$ cat src/sv/absmax_int8_scale_defines.svh
// Assertion macros for the checks in the top-level file of this block.
`ifndef ABSMAX_INT8_SCALE_DEFINES_SVH
`define ABSMAX_INT8_SCALE_DEFINES_SVH

// The consequent must hold in the same cycle as the antecedent.
`define AMX_ASSERT_IMPLY(lbl, ante, cons, msg) \
   lbl: assert property (@(posedge clock) disable iff (reset) (ante) |-> (cons)) \
      else $error(msg);

// The consequent must hold in the cycle after the antecedent.
`define AMX_ASSERT_NEXT(lbl, ante, cons, msg) \
   lbl: assert property (@(posedge clock) disable iff (reset) (ante) |=> (cons)) \
      else $error(msg);

`endif

$ cat src/sv/amx_pkg.sv
`default_nettype none
package amx_pkg;

   localparam int unsigned MAX_LEN     = 8192;
   localparam int unsigned COUNT_W     = $clog2(MAX_LEN + 1);
   localparam int unsigned QUEUE_DEPTH = 2;
   localparam int unsigned QPTR_W      = (QUEUE_DEPTH > 1) ? $clog2(QUEUE_DEPTH) : 1;

   localparam logic [30:0] EXP_ALL_ONES = 31'h7F80_0000;
   localparam logic [31:0] QNAN_BITS    = 32'h7FC0_0000;
   localparam logic [31:0] ONE_BITS     = 32'h3F80_0000;
   localparam logic [31:0] ZERO_BITS    = 32'h0000_0000;
   localparam logic [7:0]  DIVISOR      = 8'd127;

   localparam logic STATUS_OK       = 1'b0;
   localparam logic STATUS_TOO_LONG = 1'b1;

   // One finished token as handed from the front to the back.
   typedef struct packed {
      logic        too_long;
      logic        seen_number;
      logic [30:0] max_magnitude;
   } amx_token_type;

   typedef struct packed {
      logic full;
      logic empty;
   } amx_qstat_type;

endpackage
`default_nettype wire

$ cat src/sv/amx_if.sv
`default_nettype none
interface amx_req_if;
   logic        valid;
   logic        ready;
   logic [31:0] activation;
   logic        last;
   modport source (output valid, output activation, output last, input ready);
   modport sink   (input valid, input activation, input last, output ready);
endinterface

interface amx_rsp_if;
   logic        valid;
   logic        ready;
   logic [31:0] scale;
   logic        status;
   modport source (output valid, output scale, output status, input ready);
   modport sink   (input valid, input scale, input status, output ready);
endinterface
`default_nettype wire

$ cat src/sv/amx_front.sv
`default_nettype none
module amx_front (
   input  wire logic            clock,
   input  wire logic            reset,
   amx_req_if.sink              req,
   input  wire logic            q_full,
   output logic                 push,
   output amx_pkg::amx_token_type push_data
);
   import amx_pkg::*;

   logic [COUNT_W-1:0] count_ff, count_in;
   logic               too_long_ff, too_long_in;
   logic               seen_ff, seen_in;
   logic [30:0]        max_ff, max_in;
   logic [30:0]        mag;
   logic               accept;

   assign req.ready = !q_full;
   assign accept    = req.valid && req.ready;
   assign mag       = req.activation[30:0];

   always_comb begin
      count_in    = count_ff;
      too_long_in = too_long_ff;
      seen_in     = seen_ff;
      max_in      = max_ff;
      if (accept) begin
         if (count_ff >= COUNT_W'(MAX_LEN)) begin
            too_long_in = 1'b1;
         end else begin
            count_in = count_ff + 1'b1;
         end
         // NaN patterns lie above the infinity pattern and are skipped.
         if (mag <= EXP_ALL_ONES) begin
            if (!seen_ff || mag > max_ff) begin
               max_in = mag;
            end
            seen_in = 1'b1;
         end
      end
      push_data = '{too_long: too_long_in, seen_number: seen_in, max_magnitude: max_in};
      push      = accept && req.last;
      if (push) begin
         count_in    = '0;
         too_long_in = 1'b0;
         seen_in     = 1'b0;
      end
   end

   always_ff @(posedge clock) begin
      max_ff <= max_in;
      if (reset) begin
         count_ff    <= '0;
         too_long_ff <= 1'b0;
         seen_ff     <= 1'b0;
      end else begin
         count_ff    <= count_in;
         too_long_ff <= too_long_in;
         seen_ff     <= seen_in;
      end
   end

endmodule
`default_nettype wire

$ cat src/sv/amx_queue.sv
`default_nettype none
module amx_queue (
   input  wire logic                   clock,
   input  wire logic                   reset,
   input  wire logic                   push,
   input  wire amx_pkg::amx_token_type push_data,
   input  wire logic                   pop,
   output amx_pkg::amx_token_type      pop_data,
   output amx_pkg::amx_qstat_type      qstat
);
   import amx_pkg::*;

   amx_token_type          entry_ff [QUEUE_DEPTH];
   logic [QPTR_W-1:0]      wr_ptr_ff, wr_ptr_in;
   logic [QPTR_W-1:0]      rd_ptr_ff, rd_ptr_in;
   logic [QPTR_W:0]        fill_ff, fill_in;

   assign qstat.full  = (fill_ff == (QPTR_W + 1)'(QUEUE_DEPTH));
   assign qstat.empty = (fill_ff == '0);
   assign pop_data    = entry_ff[rd_ptr_ff];

   always_comb begin
      wr_ptr_in = wr_ptr_ff;
      rd_ptr_in = rd_ptr_ff;
      fill_in   = fill_ff;
      if (push) begin
         wr_ptr_in = (wr_ptr_ff == QPTR_W'(QUEUE_DEPTH - 1)) ? '0 : wr_ptr_ff + 1'b1;
      end
      if (pop) begin
         rd_ptr_in = (rd_ptr_ff == QPTR_W'(QUEUE_DEPTH - 1)) ? '0 : rd_ptr_ff + 1'b1;
      end
      if (push && !pop) begin
         fill_in = fill_ff + 1'b1;
      end else if (pop && !push) begin
         fill_in = fill_ff - 1'b1;
      end
   end

   always_ff @(posedge clock) begin
      if (push) begin
         entry_ff[wr_ptr_ff] <= push_data;
      end
      if (reset) begin
         wr_ptr_ff <= '0;
         rd_ptr_ff <= '0;
         fill_ff   <= '0;
      end else begin
         wr_ptr_ff <= wr_ptr_in;
         rd_ptr_ff <= rd_ptr_in;
         fill_ff   <= fill_in;
      end
   end

endmodule
`default_nettype wire

$ cat src/sv/amx_back.sv
`default_nettype none
module amx_back (
   input  wire logic                   clock,
   input  wire logic                   reset,
   input  wire amx_pkg::amx_token_type pop_data,
   input  wire amx_pkg::amx_qstat_type qstat,
   output logic                        pop,
   amx_rsp_if.source                   rsp
);
   import amx_pkg::*;

   typedef enum logic [2:0] {
      ST_IDLE, ST_NORM, ST_DIV, ST_FIX, ST_ROUND, ST_EMIT
   } state_type;

   state_type          state_ff;
   logic [23:0]        sig_ff;
   logic signed [9:0]  exp_ff;
   logic [32:0]        num_ff;
   logic [26:0]        quo_ff;
   logic [6:0]         rem_ff;
   logic [31:0]        res_ff;
   logic               res_status_ff;
   logic               rsp_valid_ff;
   logic [31:0]        rsp_scale_ff;
   logic               rsp_status_ff;
   logic               emit_load;

   // Division by 127 = 2^7 - 1: a shift-and-add estimate that is at most
   // four short, then a remainder check that adds the missing units.
   logic [26:0]        quo_est;
   logic [33:0]        quo_x127;
   logic [33:0]        rem_wide;
   logic [9:0]         rem_est;
   logic [9:0]         rem_long;
   logic [26:0]        quo_fix;
   logic [6:0]         rem_fix;

   // Rounding of the quotient into a single.
   logic               top;
   logic signed [9:0]  eb;
   logic signed [9:0]  sh_wide;
   logic [5:0]         sh;
   logic [60:0]        wide;
   logic [26:0]        mant;
   logic               guard;
   logic               sticky;
   logic [26:0]        mant_rnd;
   logic [9:0]         eb_m1;
   logic [31:0]        packed_bits;
   logic [7:0]         exp_field;

   assign pop       = (state_ff == ST_IDLE) && !qstat.empty;
   assign exp_field = pop_data.max_magnitude[30:23];
   assign emit_load = (state_ff == ST_EMIT) && (!rsp_valid_ff || rsp.ready);

   always_comb begin
      quo_est  = 27'(num_ff >> 7) + 27'(num_ff >> 14) + 27'(num_ff >> 21)
               + 27'(num_ff >> 28);
      quo_x127 = {quo_ff, 7'b0} - {7'b0, quo_ff};
      rem_wide = {1'b0, num_ff} - quo_x127;
      rem_est  = rem_wide[9:0];
      if (rem_est >= 10'(DIVISOR) * 10'd4) begin
         quo_fix  = quo_ff + 27'd4;
         rem_long = rem_est - 10'(DIVISOR) * 10'd4;
      end else if (rem_est >= 10'(DIVISOR) * 10'd3) begin
         quo_fix  = quo_ff + 27'd3;
         rem_long = rem_est - 10'(DIVISOR) * 10'd3;
      end else if (rem_est >= 10'(DIVISOR) * 10'd2) begin
         quo_fix  = quo_ff + 27'd2;
         rem_long = rem_est - 10'(DIVISOR) * 10'd2;
      end else if (rem_est >= 10'(DIVISOR)) begin
         quo_fix  = quo_ff + 27'd1;
         rem_long = rem_est - 10'(DIVISOR);
      end else begin
         quo_fix  = quo_ff;
         rem_long = rem_est;
      end
      rem_fix = rem_long[6:0];
   end

   always_comb begin
      top     = quo_ff[26];
      eb      = exp_ff + (top ? 10'sd26 : 10'sd25) - 10'sd32;
      sh_wide = (top ? 10'sd3 : 10'sd2) + ((eb < 10'sd1) ? (10'sd1 - eb) : 10'sd0);
      sh      = (sh_wide > 10'sd34) ? 6'd34 : sh_wide[5:0];
      wide    = {quo_ff, 34'b0} >> sh;
      mant    = wide[60:34];
      guard   = wide[33];
      sticky  = (|wide[32:0]) || (rem_ff != '0);
      mant_rnd = mant + 27'(guard && (sticky || mant[0]));
      eb_m1   = eb - 10'sd1;
      // A carry out of the mantissa bumps the exponent field by itself.
      if (eb >= 10'sd1) begin
         packed_bits = {1'b0, eb_m1[7:0], 23'b0} + {5'b0, mant_rnd};
      end else begin
         packed_bits = {5'b0, mant_rnd};
      end
   end

   assign rsp.valid  = rsp_valid_ff;
   assign rsp.scale  = rsp_scale_ff;
   assign rsp.status = rsp_status_ff;

   always_ff @(posedge clock) begin
      if (reset) begin
         state_ff     <= ST_IDLE;
         rsp_valid_ff <= 1'b0;
      end else begin
         if (emit_load) begin
            rsp_valid_ff <= 1'b1;
         end else if (rsp_valid_ff && rsp.ready) begin
            rsp_valid_ff <= 1'b0;
         end
         unique case (state_ff)
            ST_IDLE: begin
               if (pop) begin
                  res_status_ff <= pop_data.too_long ? STATUS_TOO_LONG : STATUS_OK;
                  if (pop_data.too_long) begin
                     res_ff   <= ZERO_BITS;
                     state_ff <= ST_EMIT;
                  end else if (!pop_data.seen_number) begin
                     res_ff   <= QNAN_BITS;
                     state_ff <= ST_EMIT;
                  end else if (pop_data.max_magnitude == '0) begin
                     res_ff   <= ONE_BITS;
                     state_ff <= ST_EMIT;
                  end else if (exp_field == 8'hFF) begin
                     res_ff   <= {1'b0, pop_data.max_magnitude};
                     state_ff <= ST_EMIT;
                  end else begin
                     sig_ff   <= {exp_field != 8'h00, pop_data.max_magnitude[22:0]};
                     exp_ff   <= (exp_field == 8'h00) ? 10'sd1 : $signed({2'b00, exp_field});
                     state_ff <= ST_NORM;
                  end
               end
            end
            ST_NORM: begin
               if (sig_ff[23]) begin
                  num_ff   <= {sig_ff, 9'b0};
                  state_ff <= ST_DIV;
               end else begin
                  sig_ff <= {sig_ff[22:0], 1'b0};
                  exp_ff <= exp_ff - 10'sd1;
               end
            end
            ST_DIV: begin
               quo_ff   <= quo_est;
               state_ff <= ST_FIX;
            end
            ST_FIX: begin
               quo_ff   <= quo_fix;
               rem_ff   <= rem_fix;
               state_ff <= ST_ROUND;
            end
            ST_ROUND: begin
               res_ff   <= packed_bits;
               state_ff <= ST_EMIT;
            end
            ST_EMIT: begin
               if (emit_load) begin
                  rsp_scale_ff  <= res_ff;
                  rsp_status_ff <= res_status_ff;
                  state_ff      <= ST_IDLE;
               end
            end
            default: state_ff <= ST_IDLE;
         endcase
      end
   end

endmodule
`default_nettype wire

$ cat src/sv/absmax_int8_scale.sv
// Channel   Dir  Fields                      Beat
// req_chan  in   activation[31:0], last      one activation of a token
// rsp_chan  out  scale[31:0], status         one result per token
//
// The front takes one activation beat every cycle while the token queue has room.
// The back takes a token with a normal maximum through decode, normalize check,
// quotient estimate, correction, rounding and output load, shifts once more per
// leading zero of a subnormal maximum, and goes from decode to output load for special cases.
// A two-token queue sits between front and back, so short tokens stall the input
// only when the queue is full; a stalled result waits in the output register.
// Reset is synchronous and active high and clears the running state, queue and FSM.
`default_nettype none
`include "absmax_int8_scale_defines.svh"
module absmax_int8_scale (
   input  wire logic  clock,
   input  wire logic  reset,
   amx_req_if.sink    req_chan,
   amx_rsp_if.source  rsp_chan
);
   import amx_pkg::*;

   // Front to queue: a token record is pushed on the beat that carries last.
   logic           push;
   amx_token_type  push_data;
   // Queue to back: the oldest finished token and the fill status.
   logic           pop;
   amx_token_type  pop_data;
   amx_qstat_type  qstat;
   // Terms for the checks at the end.
   logic           rsp_too_long;
   logic           rsp_scale_zero;
   logic           pop_only_full;

   // The front folds each activation into the running absolute maximum,
   // skipping NaN patterns and counting the length against the cap.
   amx_front u_front (
      .clock     (clock),
      .reset     (reset),
      .req       (req_chan),
      .q_full    (qstat.full),
      .push      (push),
      .push_data (push_data)
   );

   amx_queue u_queue (
      .clock     (clock),
      .reset     (reset),
      .push      (push),
      .push_data (push_data),
      .pop       (pop),
      .pop_data  (pop_data),
      .qstat     (qstat)
   );

   // The back divides a finite nonzero maximum by 127 with a shift-and-add estimate
   // and a small remainder correction, then rounds it to nearest even, keeping
   // subnormal results; the special cases of a token go straight to the output.
   amx_back u_back (
      .clock    (clock),
      .reset    (reset),
      .pop_data (pop_data),
      .qstat    (qstat),
      .pop      (pop),
      .rsp      (rsp_chan)
   );

   assign rsp_too_long   = rsp_chan.valid && (rsp_chan.status == STATUS_TOO_LONG);
   assign rsp_scale_zero = (rsp_chan.scale == ZERO_BITS);
   assign pop_only_full  = pop && !push && qstat.full;

   `AMX_ASSERT_IMPLY(a_no_push_when_full, push, !qstat.full, "token pushed into a full queue")
   `AMX_ASSERT_IMPLY(a_no_pop_when_empty, pop, !qstat.empty, "token popped from an empty queue")
   `AMX_ASSERT_IMPLY(a_too_long_zero, rsp_too_long, rsp_scale_zero, "too-long scale not zero")
   `AMX_ASSERT_NEXT(a_pop_frees_slot, pop_only_full, !qstat.full, "queue stays full after a pop")

endmodule
`default_nettype wire
$ cat src/flat_wrapper.sv
// flat-port wrapper written by rule: the top's interface ports become plain ports
module absmax_int8_scale_flat import amx_pkg::*;
  (clock, reset, req_chan_valid, req_chan_activation, req_chan_last, req_chan_ready, rsp_chan_valid, rsp_chan_scale, rsp_chan_status, rsp_chan_ready);
  amx_req_if req_chan_i ();
  amx_rsp_if rsp_chan_i ();
  input  wire logic clock;
  input  wire logic reset;
  input wire logic [$bits(req_chan_i.valid)-1:0] req_chan_valid;
  input wire logic [$bits(req_chan_i.activation)-1:0] req_chan_activation;
  input wire logic [$bits(req_chan_i.last)-1:0] req_chan_last;
  output wire logic [$bits(req_chan_i.ready)-1:0] req_chan_ready;
  output wire logic [$bits(rsp_chan_i.valid)-1:0] rsp_chan_valid;
  output wire logic [$bits(rsp_chan_i.scale)-1:0] rsp_chan_scale;
  output wire logic [$bits(rsp_chan_i.status)-1:0] rsp_chan_status;
  input wire logic [$bits(rsp_chan_i.ready)-1:0] rsp_chan_ready;
  assign req_chan_i.valid = req_chan_valid;
  assign req_chan_i.activation = req_chan_activation;
  assign req_chan_i.last = req_chan_last;
  assign req_chan_ready = req_chan_i.ready;
  assign rsp_chan_valid = rsp_chan_i.valid;
  assign rsp_chan_scale = rsp_chan_i.scale;
  assign rsp_chan_status = rsp_chan_i.status;
  assign rsp_chan_i.ready = rsp_chan_ready;
  absmax_int8_scale u_core (.clock(clock), .reset(reset), .req_chan(req_chan_i), .rsp_chan(rsp_chan_i));
endmodule
$ cat config.mk
export PLATFORM = sky130hd
export DESIGN_NAME = absmax_int8_scale_flat
export DESIGN_NICKNAME = d
export VERILOG_FILES = /design/src/sv/amx_pkg.sv /design/src/sv/amx_if.sv /design/src/sv/amx_front.sv /design/src/sv/amx_queue.sv /design/src/sv/amx_back.sv /design/src/sv/absmax_int8_scale.sv /design/src/flat_wrapper.sv
export VERILOG_INCLUDE_DIRS = /design/src /design/src/sv
export SDC_FILE = /design/constraint.sdc
export NUM_CORES = 1
export LEC_CHECK = 0
export ABC_CLOCK_PERIOD_IN_PS = 21300
export BUFFER_PORTS_ARGS = -buffer_cell sky130_fd_sc_hd__buf_2
export CAP_MARGIN = 40
export CORE_MARGIN = 3
export CORE_UTILIZATION = 60
export CTS_BUF_LIST = sky130_fd_sc_hd__clkbuf_16
export CTS_CLUSTER_SIZE = 40
export DETAILED_ROUTE_END_ITERATION = 10
export HOLD_SLACK_MARGIN = 0.02
export PLACE_DENSITY = 0.86
export SLEW_MARGIN = 20
export SYNTH_ARGS = -nofsm -noshare
export SYNTH_HDL_FRONTEND = slang
export SYNTH_SLANG_ARGS = --single-unit
$ cat constraint.sdc
create_clock -name clock -period 21.3 [get_ports clock]
set_input_delay 1.065 -clock clock [delete_from_list [all_inputs] [get_ports clock]]
set_output_delay 1.065 -clock clock [all_outputs]
set_load 0.1 [all_outputs]
==> results of run 1 <==
[cell type report]
cell class	instances	area [µm²]
clock inverters	25	184
multi-input cells	1427	10200
well taps	396	495
fillers	2277	10200
inverters	111	417
flip-flops and latches	279	7820
repair buffers	103	672
clock buffers	29	726
[layout by cell type, fill, tap and decap left out, types with 67 or more instances in the layout]
cell type,netlist,routed
mux2i_1,68,68
a21oi_1,150,149
inv_1,110,114
ha_1,105,105
o21ai_0,73,72
xnor2_1,67,67
nor2_1,160,158
buf_2,14,70
edfxtp_1,223,223
nand2_1,127,127
[per-stage QoR]
step	setup WS (ns)	instances	hold slack (ns)	util [%]	power, mW
finish	11.09	2370	0.397	66.7	3.08
global route	10.43	2370	0.412	66.7	3.26
CTS	11.31	2366	0.404	66.5	3.02
detailed placement	11.32	2312	0.405	63.5	2.52
global placement	11.46	2302	0.403	63.2	2.45
floorplan	13.66	1916	0.400	-	2.07
[how the worst max path moves through the flow]
stage	start	slack, ns	endpoint	depth (start not counted)
3_3_place_gp	u_core.u_back.quo_ff[26]	11.46	u_core.u_back.res_ff[28]	31
3_5_place_dp	u_core.u_back.quo_ff[26]	11.32	u_core.u_back.res_ff[28]	31
6_report	u_core.u_back.quo_ff[26]	11.09	u_core.u_back.res_ff[28]	31
2_1_floorplan	u_core.u_back.quo_ff[26]	13.66	u_core.u_back.res_ff[28]	32
5_1_grt	u_core.u_back.quo_ff[26]	10.43	u_core.u_back.res_ff[28]	31
4_1_cts	u_core.u_back.quo_ff[26]	11.31	u_core.u_back.res_ff[28]	26
[routing by layer]
layer,share of wire [%],track usage (%),vias to the layer above
li1,-,-,7266
met1,38,41.2,7490
met2,46,49.8,1020
met3,9.9,4.68,209
met4,6.4,17.3,0
met5,0,0,-
[worst max-delay path: cells and delay by family (launching register included)]
family	cells	cell delay (ns)
compound gates	11	3.48
fa+ha+maj	5	1.95
flops	1	0.60
buf+inv	3	0.59
simple gates	9	2.58
mux	1	0.11
xor+xnor	2	0.61
[registers in the layout, summed over array words and instances, names as in the netlist, 3 cells and up, named ones only]
| name | count |
|---|---|
| u_core.u_back.num_ff | 23 |
| u_core.u_back.sig_ff | 24 |
| u_core.u_back.state_ff | 3 |
| u_core.u_queue.entry_ff | 66 |
| u_core.u_back.res_ff | 32 |
| u_core.u_front.count_ff | 14 |
| u_core.u_front.max_ff | 31 |
| u_core.u_back.rem_ff | 7 |
| u_core.u_back.exp_ff | 10 |
| u_core.u_back.quo_ff | 27 |
| u_core.u_back.rsp.scale | 32 |
[cells by family (layout without fill, tap and decap cells)]
logic type / Yosys count / after routing / share of synthesized area, %
compound gates: 505 / 505 / 18.4
xor+xnor: 111 / 111 / 5.30
fa+ha+maj: 119 / 119 / 8.47
buf+inv: 210 / 268 / 4.48
flops: 279 / 279 / 41.5
mux: 113 / 113 / 6.37
simple gates: 579 / 579 / 15.5
[power by group through the flow]
stage                     Combinational, mW  Sequential [mW]  Clock, mW
after floorplan                        1.20            0.866          0
after global placement                 1.57            0.882          0
after detailed placement               1.63            0.889          0
after CTS                              1.65            0.879      0.488
after global routing                   1.86            0.893      0.508
final                                  1.72            0.883      0.484
==> impl_metrics.json, run 1 <==
{
  "p_per_area_mw_per_mm2": 150,
  "status": "finished, final reports clean",
  "h-tree-depth": 1,
  "coreArea_mm2": 0.0307,
  "dieHeight_um": 183,
  "ys_ff_latch": 279,
  "post_drt_wl_per_cell_um": 22.6,
  "cp_slowest_cell": "o21ai_1",
  "worst_path_most_repeated_cell": "ha_1",
  "fin_crit_ns": 10.21,
  "synth_most_common_cell": "edfxtp_1",
  "clk_latency_ns": 0.58,
  "vias_per_cell": 6.74,
  "placed_area_mm2": 0.0195,
  "clk_pin_slew_ns": 0.07,
  "r2r_slack_ns": 11.09,
  "required_ns": 21.60,
  "root_buffer": "clkbuf_16",
  "clockBufferDepth": 3,
  "overflow": 0,
  "p_int_mw": 1.65,
  "yosys-top-cells-count": "edfxtp_1, nor2_1, a21oi_1, nand2_1, inv_1",
  "hold_path.class": "reg2reg",
  "syn_nets": 2072,
  "vias": 15985,
  "nets": 2107,
  "grt_pass1_wl_um": 83400,
  "r2r_start": "u_core.u_back.quo_ff[26]",
  "power_frac_seq_pct": 28.6,
  "syn2layout_area_growth_pct": 8.93,
  "switching_share_pct": 46.5,
  "gp_congestion": 1.01,
  "first_global_vias": 15366,
  "crit_fanout": 16,
  "end_kind": "flip-flop",
  "diodes": 0,
  "peakVddDrop_mv": 0.103,
  "ant_nets": 0,
  "synthTopCellsByArea": "edfxtp_1, ha_1, dfxtp_1",
  "fin_crit_sh_pct": 48.0,
  "cpPeakStageDelay_ns": 0.80,
  "wirelength_um": 53600,
  "cap_violations": 0,
  "setup_viol": 0,
  "postCtsSetupBuffers": 0,
  "rsz0062_at_grt": "no",
  "net-switching-power_mw": 1.44,
  "pwr-share-clk_pct": 15.7,
  "dp_hpwl_um": 39200,
  "power_frac_comb_pct": 55.7,
  "skew_ns": 0.0240,
  "critPathKind": "reg2reg",
  "rr_worst_depth": 31,
  "worstPathArrival_ns": 10.51,
  "die_width_um": 183,
  "drc": 0,
  "drt_iter0_drc": 2019,
  "rows": 64,
  "grt.total_usage_pct": 31.2,
  "yosysTopAreaCell": "edfxtp_1",
  "finalHoldViolations": 0,
  "grt_max_degree": 44,
  "grt_antenna_before_repair": 0,
  "syn_area_mm2": 0.0188,
  "stdcell_area_mm2": 0.0205,
  "max-slew-margin-rel_pct": 34.4,
  "synthCells": 1916,
  "initial_core_util_pct": 61.2,
  "drive_gt1_share_pct": 12.6,
  "ys_seq_area_share_pct": 41.5,
  "ios": 72,
  "hold_path_depth": 0,
  "startpoint_type": "flip-flop",
  "hold_path_end": "u_core.u_back.rsp.scale[21]",
  "clock_sinks": 279,
  "fmax_mhz": 97.9,
  "numCtsBuffers": 29,
  "synth_top_flop_cell": "edfxtp_1",
  "leakage_nw": 7.70,
  "synth_edf_count": 223,
  "tns_ns": 0,
  "synthDistinctLibCells": 100,
  "worst_pin_slew_ns": 0.978,
  "synthArstFlopShare_pct": 0,
  "holdCritStartpoint": "u_core.u_back.res_ff[21]",
  "slew_viol_final": 0,
  "cts_resized": 0,
  "die_area_mm2": 0.0335,
  "first_pass_iters": 7,
  "syn_area_per_cell_um2": 9.83,
  "worstReg2RegEnd": "u_core.u_back.res_ff[28]",
  "hold_buffers": 0,
  "portBuffers": 70,
  "yosysTopAreaCellShare_pct": 35.6,
  "cts_tree": "done",
  "ys_warn_count": 0
}
Note: power is estimated with default switching activity, not from simulation.
==> inputs of run 2 (changes only) <==
- ABC_CLOCK_PERIOD_IN_PS: 21300 -> 9040
- CORE_UTILIZATION: 60 -> 57
- PLACE_DENSITY: 0.86 -> 0.85
- clock period: 21.3 -> 9.04 ns (I/O delays scaled with it)
==> run 2 against run 1 <==
Compared with the run above:
- non-clock buffer count grew 32
- worst setup slack lost 10 ns
- clock power grew 150%
- core utilization shrank 1.6 points
- highest routed layer unchanged
==> impl_metrics.json, run 2 (synthesis results as in run 1) <==
{
  "wirelength_um": 55300,
  "final_cell_mix": "edfxtp_1, nor2_1, a21oi_1",
  "overflow": 0,
  "ios": 72,
  "crit_fanout": 10,
  "peakVddDrop_mv": 0.233,
  "drt_iter0_drc": 2259,
  "portBuffers": 70,
  "numCtsBuffers": 28,
  "drive_gt1_share_pct": 14.3,
  "ant_nets": 0,
  "worst_path_most_repeated_cell": "inv_1",
  "hold_buffers": 0,
  "vias_per_cell": 6.64,
  "die_area_mm2": 0.0353,
  "tns_ns": 0,
  "total_power_mw": 7.49,
  "grt_antenna_before_repair": 0,
  "largest_register_ffs": 66,
  "hold_path.class": "in2reg",
  "dieHeight_um": 188,
  "drc": 0,
  "cts_tree": "done",
  "stdcell_count": 2439,
  "required_ns": 9.43,
  "initial_core_util_pct": 58.8,
  "regMostFlops": "u_core.u_queue.entry_ff",
  "gp_congestion": 1.02,
  "status": "finished, final reports clean",
  "cp_slowest_cell": "nor4_4",
  "clock_sinks": 279,
  "cpPeakStageDelay_ns": 0.59,
  "vias": 16204,
  "first_pass_iters": 7,
  "final_common_cell": "edfxtp_1",
  "grt_max_degree": 44,
  "fin_crit_sh_pct": 93.0,
  "clk_latency_ns": 0.56,
  "die_width_um": 188,
  "first_global_vias": 15578,
  "root_buffer": "clkbuf_16",
  "skew_ns": 0.0209,
  "rsz0062_at_grt": "no",
  "startpoint_type": "flip-flop",
  "fin_crit_ns": 8.41,
  "syn2layout_area_growth_pct": 10.8,
  "grt.total_usage_pct": 30.4,
  "coreArea_mm2": 0.0320,
  "diodes": 0,
  "dp_hpwl_um": 40800,
  "clk_pin_slew_ns": 0.07,
  "cap_violations": 0,
  "post_drt_wl_per_cell_um": 22.7,
  "max-slew-margin-rel_pct": 42.0,
  "worstPathArrival_ns": 8.79,
  "grt_pass1_wl_um": 86400,
  "end_kind": "flip-flop",
  "slew_viol_final": 0,
  "dp_cells": 2383,
  "fmax_mhz": 119,
  "setup_viol": 0,
  "h-tree-depth": 1,
  "nets": 2138,
  "clockBufferDepth": 3,
  "finalHoldViolations": 0,
  "rows": 65,
  "worst_pin_slew_ns": 0.870,
  "p_per_area_mw_per_mm2": 359,
  "critPathKind": "reg2reg",
  "leakage_nw": 7.88,
  "fillers": 2498
}
run 2: cell count changes in the layout (fill, tap and decap cells not counted), sizes merged:
cell / change
buf: +32
bufinv: +2
clkbuf: -1
clkinv: -3
clkinvlp: -2
inv: +2
run 2: path summary, 6_finish.rpt:
kind | slack [ns] | to | startpoint | cells past startpoint
setup / recovery | 0.63 | u_core.u_back.res_ff[27] | u_core.u_back.quo_ff[26] | 30
hold / removal | 0.19 | u_core.u_front.max_ff[3] | req_chan_activation[3] | 2
setup reg to reg | 0.63 | u_core.u_back.res_ff[27] | u_core.u_back.quo_ff[26] | 30
hold reg to reg | 0.42 | u_core.u_back.rsp.scale[16] | u_core.u_back.res_ff[16] | 0
run 2: per-stage QoR:
step	utilization (%)	hold WS (ns)	cell area, µm²	setup WS (ns)
after global routing	65.1	0.198	20900	0.0505
after floorplan	-	0.400	18800	1.40
after CTS	64.9	0.178	20800	0.520
final	65.1	0.190	20900	0.632
after global placement	61.6	0.405	19700	0.671
after detailed placement	61.9	0.405	19800	0.568
run 2: repair_timing:
| item | 4_1_cts | 5_1_grt |
|---|---|---|
| setup endpoints to repair | 0 | 3 |
| setup buffers | 0 | 3 |
| gates resized for setup | 0 | 4 |
run 2: area by class of cell:
class / count / area [µm²] / area share (%)
flip-flops and latches: 279 / 7820 / 37.5
multi-input cells: 1427 / 10200 / 49.0
well taps: 435 / 544 / 2.61
clock buffers: 28 / 701 / 3.36
repair buffers: 135 / 896 / 4.29
inverters: 111 / 417 / 2.00
clock inverters: 24 / 259 / 1.24
run 2: metal layers:
metal | GRT usage (%) | vias to the layer above | part of all wire (%)
met4 | 13.7 | 0 | 5.4
li1 | - | 7324 | -
met2 | 49.8 | 1050 | 46
met5 | 0 | - | 0
met1 | 39.8 | 7600 | 38
met3 | 4.86 | 230 | 10
run 2: worst max-delay path, delay by kind of cell (launching register included):
family | cells | cell delay, ns
AO/OA/AOI/OAI | 12 | 3.74
XOR/XNOR | 2 | 0.41
adder cells (fa/ha/maj) | 4 | 1.42
buffers and inverters | 7 | 0.82
flip-flops | 1 | 0.45
multiplexers | 1 | 0.18
AND/OR/NAND/NOR | 4 | 1.20
run 2: power by group:
part	switching (mW)	internal [mW]
clock network	0.526	0.669
logic	2.70	1.51
registers	0.243	1.85
==> inputs of run 3 (changes only) <==
- CORE_UTILIZATION: 57 -> 45
- PLACE_DENSITY: 0.85 -> 0.71
==> run 3 against run 2 <==
Compared with the run above:
- critical endpoint is now u_core.u_back.res_ff[28]
- largest power group unchanged
- sequential share of layout area shrank 0.12 points
- combinational power shrank 2%
- non-clock buffer count is 2 lower
- highest routed layer unchanged
- total power fell by 1.6%
- largest cell class unchanged
==> impl_metrics.json, run 3 (synthesis results as in run 1) <==
{
  "worstPathArrival_ns": 8.76,
  "cp_num_cells": 31,
  "net-switching-power_mw": 3.39,
  "first_pass_iters": 6,
  "fin_crit_ns": 8.45,
  "fmax_mhz": 118,
  "cap_violations": 0,
  "use_met2_pct": 38.8,
  "power_frac_comb_pct": 55.9,
  "leakage_nw": 7.89,
  "busiest_layer": "met2",
  "drt_iter0_drc": 1380,
  "nets": 2138,
  "portBuffers": 70,
  "power_frac_seq_pct": 28.1,
  "switching_share_pct": 46.0,
  "dieHeight_um": 211,
  "path_delay_family": "compound AO/OA/AOI/OAI gates",
  "tns_ns": 0,
  "cts_tree": "done",
  "required_ns": 9.35,
  "ant_nets": 0,
  "fin_hold_ws_ns": 0.181,
  "vias": 15655,
  "grt.total_usage_pct": 24.3,
  "regMostFlops": "u_core.u_queue.entry_ff",
  "largest_register_ffs": 66,
  "startpoint_type": "flip-flop",
  "peakVddDrop_mv": 0.205,
  "crit_start": "u_core.u_back.exp_ff[0]",
  "final_cell_mix": "edfxtp_1, nor2_1, a21oi_1",
  "grt_antenna_before_repair": 0,
  "clock_sinks": 279,
  "die_width_um": 211,
  "skew_ns": 0.0286,
  "worst_path_most_repeated_cell": "ha_1",
  "status": "finished, final reports clean",
  "gp_congestion": 0.990,
  "p_per_area_mw_per_mm2": 352,
  "hold_buffers": 0,
  "r2r_slack_ns": 0.59,
  "syn2layout_area_growth_pct": 11.2,
  "ios": 72,
  "rr_worst_depth": 31,
  "met3_usage_pct": 2.89,
  "post_drt_wl_per_cell_um": 21.8,
  "setup_viol": 0,
  "wirelength_um": 55200,
  "grt_pass1_wl_um": 85900,
  "drive_gt1_share_pct": 14.0,
  "max-slew-margin-rel_pct": 35.0,
  "dp_hpwl_um": 42100,
  "fin_crit_sh_pct": 93.4,
  "path_buf_inv": 3,
  "rsz0062_at_grt": "no",
  "diodes": 0,
  "clk_latency_ns": 0.58,
  "final_common_cell": "edfxtp_1",
  "postCtsSetupBuffers": 0,
  "rows": 74,
  "clk_pin_slew_ns": 0.07,
  "cp_slowest_cell": "nor4_1",
  "h-tree-depth": 1,
  "cpPeakStageDelay_ns": 0.57,
  "root_buffer": "clkbuf_16",
  "drc": 0,
  "vias_per_cell": 6.17,
  "end_kind": "flip-flop",
  "fin_util_pct": 50.9,
  "r2r_start": "u_core.u_back.exp_ff[0]",
  "numCtsBuffers": 30,
  "coreArea_mm2": 0.0411,
  "worst_pin_slew_ns": 0.975,
  "slew_viol_final": 0,
  "crit_fanout": 21,
  "met1_usage_pct": 33.4,
  "hold_path.class": "in2reg",
  "pwr-share-clk_pct": 16.0,
  "p_int_mw": 3.98,
  "clockBufferDepth": 3,
  "worstSetupEndpoint": "u_core.u_back.res_ff[28]",
  "finalHoldViolations": 0,
  "cts_resized": 0,
  "worstReg2RegEnd": "u_core.u_back.res_ff[28]",
  "seq_area_mm2": 0.00782,
  "first_global_vias": 15083,
  "overflow": 0,
  "die_area_mm2": 0.0443,
  "critPathKind": "reg2reg",
  "initial_core_util_pct": 45.8,
  "grt_max_degree": 44,
  "multi_input_area_mm2": 0.0102,
  "fillers": 3799
}
[run 3: per-layer routing]
metal / share of wire [%] / vias up
met1: 43 / 7524
met5: 0 / -
li1: - / 7310
met4: 5.2 / 0
met3: 6.9 / 136
met2: 45 / 685
[run 3: cell type report]
cell class	count	area share (%)
repair buffers	133	4.12
multi-input cells	1427	48.7
clock buffers	31	3.71
flip-flops and latches	279	37.3
clock inverters	25	0.932
well taps	532	3.18
inverters	111	1.99
[run 3: how the worst min path moves through the flow]
stage / from / slack, ns / cells past startpoint / endpoint
floorplan: u_core.u_back.res_ff[0] / 0.40 / 0 / u_core.u_back.rsp.scale[0]
global placement: u_core.u_back.res_status_ff / 0.40 / 0 / u_core.u_back.rsp.status
detailed placement: u_core.u_back.res_ff[1] / 0.40 / 0 / u_core.u_back.rsp.scale[1]
CTS: req_chan_activation[14] / 0.16 / 2 / u_core.u_front.max_ff[14]
global route: req_chan_activation[19] / 0.17 / 2 / u_core.u_front.max_ff[19]
finish: req_chan_activation[19] / 0.18 / 2 / u_core.u_front.max_ff[19]
[run 3: power groups by stage]
stage	Clock (mW)	Sequential (mW)	Combinational, mW
floorplan	0	2.04	2.84
global placement	0	2.08	3.94
detailed placement	0	2.09	3.99
CTS	1.20	2.07	4.03
global route	1.26	2.10	4.49
finish	1.18	2.07	4.12
[run 3: through the flow]
stage	power (mW)	setup slack (ns)	cells	instance area, µm²
CTS	7.30	0.710	2535	20900
finish	7.37	0.592	2538	20900
global route	7.85	0.0428	2538	20900
detailed placement	6.09	0.748	2479	19900
floorplan	4.88	1.40	1916	18800
global placement	6.02	0.874	2473	19900
[run 3: worst reg2reg max path, delay by kind of cell (launching register included)]
kind / cells / cell delay [ns]
compound gates: 12 / 3.08
buf+inv: 3 / 0.37
flops: 1 / 0.41
xor+xnor: 2 / 0.70
simple gates: 8 / 1.93
mux: 1 / 0.12
fa+ha+maj: 5 / 1.57
